`config.mk`:
```
export PLATFORM = sky130hd
export DESIGN_NAME = fpb_ram
export DESIGN_NICKNAME = d
export VERILOG_FILES = /design/src/rtl/fpb_ram.sv
export SDC_FILE = /design/constraint.sdc
export NUM_CORES = 1
export LEC_CHECK = 0
export BUFFER_PORTS_ARGS = -buffer_cell sky130_fd_sc_hd__buf_2
export CAP_MARGIN = 5
export CORE_ASPECT_RATIO = 0.6
export CORE_UTILIZATION = 61
export DETAILED_ROUTE_END_ITERATION = 6
export PLACE_DENSITY = 0.77
export SYNTH_ARGS = -nofsm -noshare
export SYNTH_HDL_FRONTEND = slang
export SYNTH_SLANG_ARGS = --single-unit
```
`constraint.sdc`:
```
create_clock -name clk -period 3 [get_ports clk]
set_input_delay 0 -clock clk [delete_from_list [all_inputs] [get_ports clk]]
set_output_delay 0 -clock clk [all_outputs]
set_load 0.01 [all_outputs]
```
`src/rtl/fpb_ram.sv`:
```
// fpb_ram: generic simple dual-port RAM with registered read
`default_nettype none
module fpb_ram #(
	parameter int W = 16,
	parameter int D = 64
) (
	input  wire logic                 clk,
	input  wire logic                 we,
	input  wire logic [$clog2(D)-1:0] waddr,
	input  wire logic [W-1:0]         wdata,
	input  wire logic [$clog2(D)-1:0] raddr,
	output logic      [W-1:0]         rdata
);
	logic [W-1:0] mem [D];

	always_ff @(posedge clk) begin
		if (we) begin
			mem[waddr] <= wdata;
		end
		rdata <= mem[raddr];
	end
endmodule
`default_nettype wire

```
# ---- After elaboration in Yosys (flattened, before gate mapping)
# Memory sizes are Yosys's and may differ from the RTL's. A register that Yosys moved wholly into a read port is not among the register bits.
# Index checks and enable logic that the tools add are counted.
dict set report classes {
  muxes 2
}
# op count
set ops {}
lappend ops {{$mux 1} 2}
dict set report totals {
  inputBits 30
  register_bits 0
  output_inout_bits 16
  mem_bits_rw 1024
  wordCells 3
  mem_count 1
}
# memory depth word_bits rd rd_clocked_by_memory_dff write_ports line
set memory_table {}
lappend memory_table {mem 64 16 1 1 1 14} ;# logic [W-1:0] mem [D];

# ---- Logic depth before layout (Yosys ltp)
dict set report depth {
  word_depth 2
  ltp_mapped 10
  mapped_depth_nobuf 5
}

# ---- Worst setup path before layout
# OpenSTA, ideal clock, no wires.
dict set report synth_timing {
  path_type {input to register}
  startpoint {input port waddr[3]}
  endpoint {memory mem[48][0] (enable)}
  t_arrival_ns 1.626
  required_time_ns 2.591
  n_path_buf 1
  setup_ns 0.409
  stages 4
  setup_slack_ns 0.965
  cell_sequence {clkbuf_1 -> nor2b_1 -> nand4b_1 -> nor3_1}
}
# item line
set synth_lines {}
lappend synth_lines {{start: declaration} 9} ;# input wire logic [$clog2(D)-1:0] waddr,
lappend synth_lines {{end: declaration} 14}
# No word-level cell before the write port.

==> metrics.txt <==
Residual DRC 0; CP Capture Type register; FMAX about 0.37 GHz; share of cells above drive strength 1 27.4%; sequential element share of the synthesized area 77.6%; GPL Wtd Cong roughly 0.89; Finished Cell Area 45,000 sq um; P_leak 14.4 nW; adder-cell share of the synthesized area 0%; Reg2Reg Depth 5; placed insts roughly 2,800; Detail Route Antenna Nets 0; CTS HTree Levels 3; Mapped Avg Cell Area 21.9 sq um; drt via density ~7; PortBufs 45; DR vias roughly 20,000; Worst Setup Slack post-DPL 0.321 ns; setup slack after layout 0.295 ns; DRT iter0 DRCs roughly 3,200; commonest non-fill, non-tap cell in the layout edfxtp_1; Worst Skew 0.0254 ns; most frequent cells in the layout 1,024 x edfxtp_1, 220 x mux4_2, 128 x buf_4, 93 x clkbuf_16, 85 x mux2i_1; clk sink count 1,040; Total Wirelength between 90 and 100 mm; Syn Nets 1,859; Synth Area in Compound Gates 2.41%; Worst Hold Class input pin to register; dpl hpwl approximately 60 mm; Final period util about nine tenths; register bit count reported by yosys approximately 1,000; post-synthesis simple-gate area fraction roughly 2.6%; Placed Area roughly 42,000 sq um; Tot Pwr slightly below 30 mW; initial core utilization between 60 and 70%; I/O pins 46; RSZ-0062 raised after global routing no; Synth Instances ~1,800; Num CTS Buffers 88; die height 200 microns; Critical Path AT 3.24 ns; Final nets 2,038; root buffer cell clkbuf_16; mapped cell area 40,000 sq um; number of synthesized flops with an enable pin 1,024; first-pass GRT wire length roughly 140 mm; Max VDD drop 0.515 mV; CP Launch Type input pin; post-layout util 69.5%; CTS max path bufs 3; crit-path max FO 49; worst hold path cell count 1; synth unique cells 43; Die X 333 microns; Worst-path clk slew roughly 0.070 ns; gr usage total between 30 and 40%; core area 64,700 sq um; Setup violations, final 0; main area contributors after synthesis edfxtp_1 77%, mux4_2 12%, mux2i_1 2.1%; mux cell area share after synthesis 15.5%; Top FF cell, synth edfxtp_1; maximum number of pins on one net before global-route repair between 60 and 70; Final min period 2.71 ns; initial antenna violation count 8; GRT overflow 0; max-slew violations 0; worst-margin pin slew 1.27 ns; max-capacitance violation count 0; Post-Synth XOR/XNOR Area 0%; setup TNS 0 ns; Critical Path RT ~3.5 ns; Yosys top cell by area edfxtp_1; WS Path Type input pin to register; largest family of logic cells by synthesized area multiplexers; worst skew pair latency 0.65 ns; post-route insts no fill a little under 3,000; Async S/R FF share, synth 0%; Fin Hold WS 0.0544 ns; die area 66,700 sq um; Slew HR 15.3%; CTS tree done; vias in the first global route around 20,000; num rows 72; final hold violations 0; Synth top area share ~77%; first drt pass iteration count 5; Area Overhead vs Synth 12.3%; Ys Warns 0; PD cells approximately 660 nW/um^2; Routed wire per std cell about 34 microns; status finished, final reports clean
-- cells by family after synthesis --
group	after synthesis
DFF	1040
muxes	336
and+or+nand+nor	220
AOI/OAI and AO/OA	129
buffers and inverters	104
-- path summary, 6_finish.rpt --
kind                                  from    endpoint  slack [ns]
worst max register to register  mem[2][11]   rdata[11]        0.75
worst min-delay path              wdata[1]  mem[15][1]        0.05
worst min register to register  mem[40][3]    rdata[3]        0.88
worst max-delay path              raddr[2]   rdata[10]        0.29
-- power breakdown --
part | switching (mW) | internal [mW]
Clock | 5.09 | 6.99
Sequential | 0.0735 | 16.1
Combinational | 1.01 | 0.567
Total | 6.18 | 23.6
-- cells in the mapped netlist (13+ instances only) --
library cell	count
buf_2	36
dfxtp_1	16
mux2_2	27
mux2i_1	85
nand2_1	59
clkbuf_1	24
a221oi_1	16
buf_6	17
a21oi_1	17
edfxtp_1	1024
a22oi_1	39
mux4_2	220
nor2b_1	30
buf_4	13
nor2_1	72
nand3_1	24
-- flip-flops by register name, summed over array words and instances (netlist names) --
| register | flops |
|---|---|
| rdata | 16 |
| mem | 1024 |
-- area by class of cell --
type,instances,area [sq um]
Sequential cell,1040,31100
Fill cell,3779,19700
Multi-Input combinational cell,685,8250
Clock buffer,112,2410
Timing Repair Buffer,193,1510
Tap cell,851,1060
Clock inverter,51,642
Antenna cell,4,10.0
-- repair_timing --
action                                 4_1_cts  5_1_grt
hold buffers                                10        0
setup buffers                                0        0
endpoints found under the hold margin      156        0
resized for setup                            0        0
-- critical path, cell delays in order --
cell	delay (ns)
dlygate4sd3_1	0.57
buf_8	0.36
buf_12	0.36
buf_4	0.36
mux4_2	0.34
a22oi_1	0.42
nand3_1	0.40
and4_1	0.34
-- routing by layer --
| metal | share of wire [%] | track usage, % |
|---|---|---|
| met5 | 0.046 | 0 |
| met4 | 2.6 | 8.08 |
| met3 | 14 | 8.94 |
| met2 | 44 | 42.4 |
| met1 | 39 | 47.0 |
(Power assumes the default switching activity.)
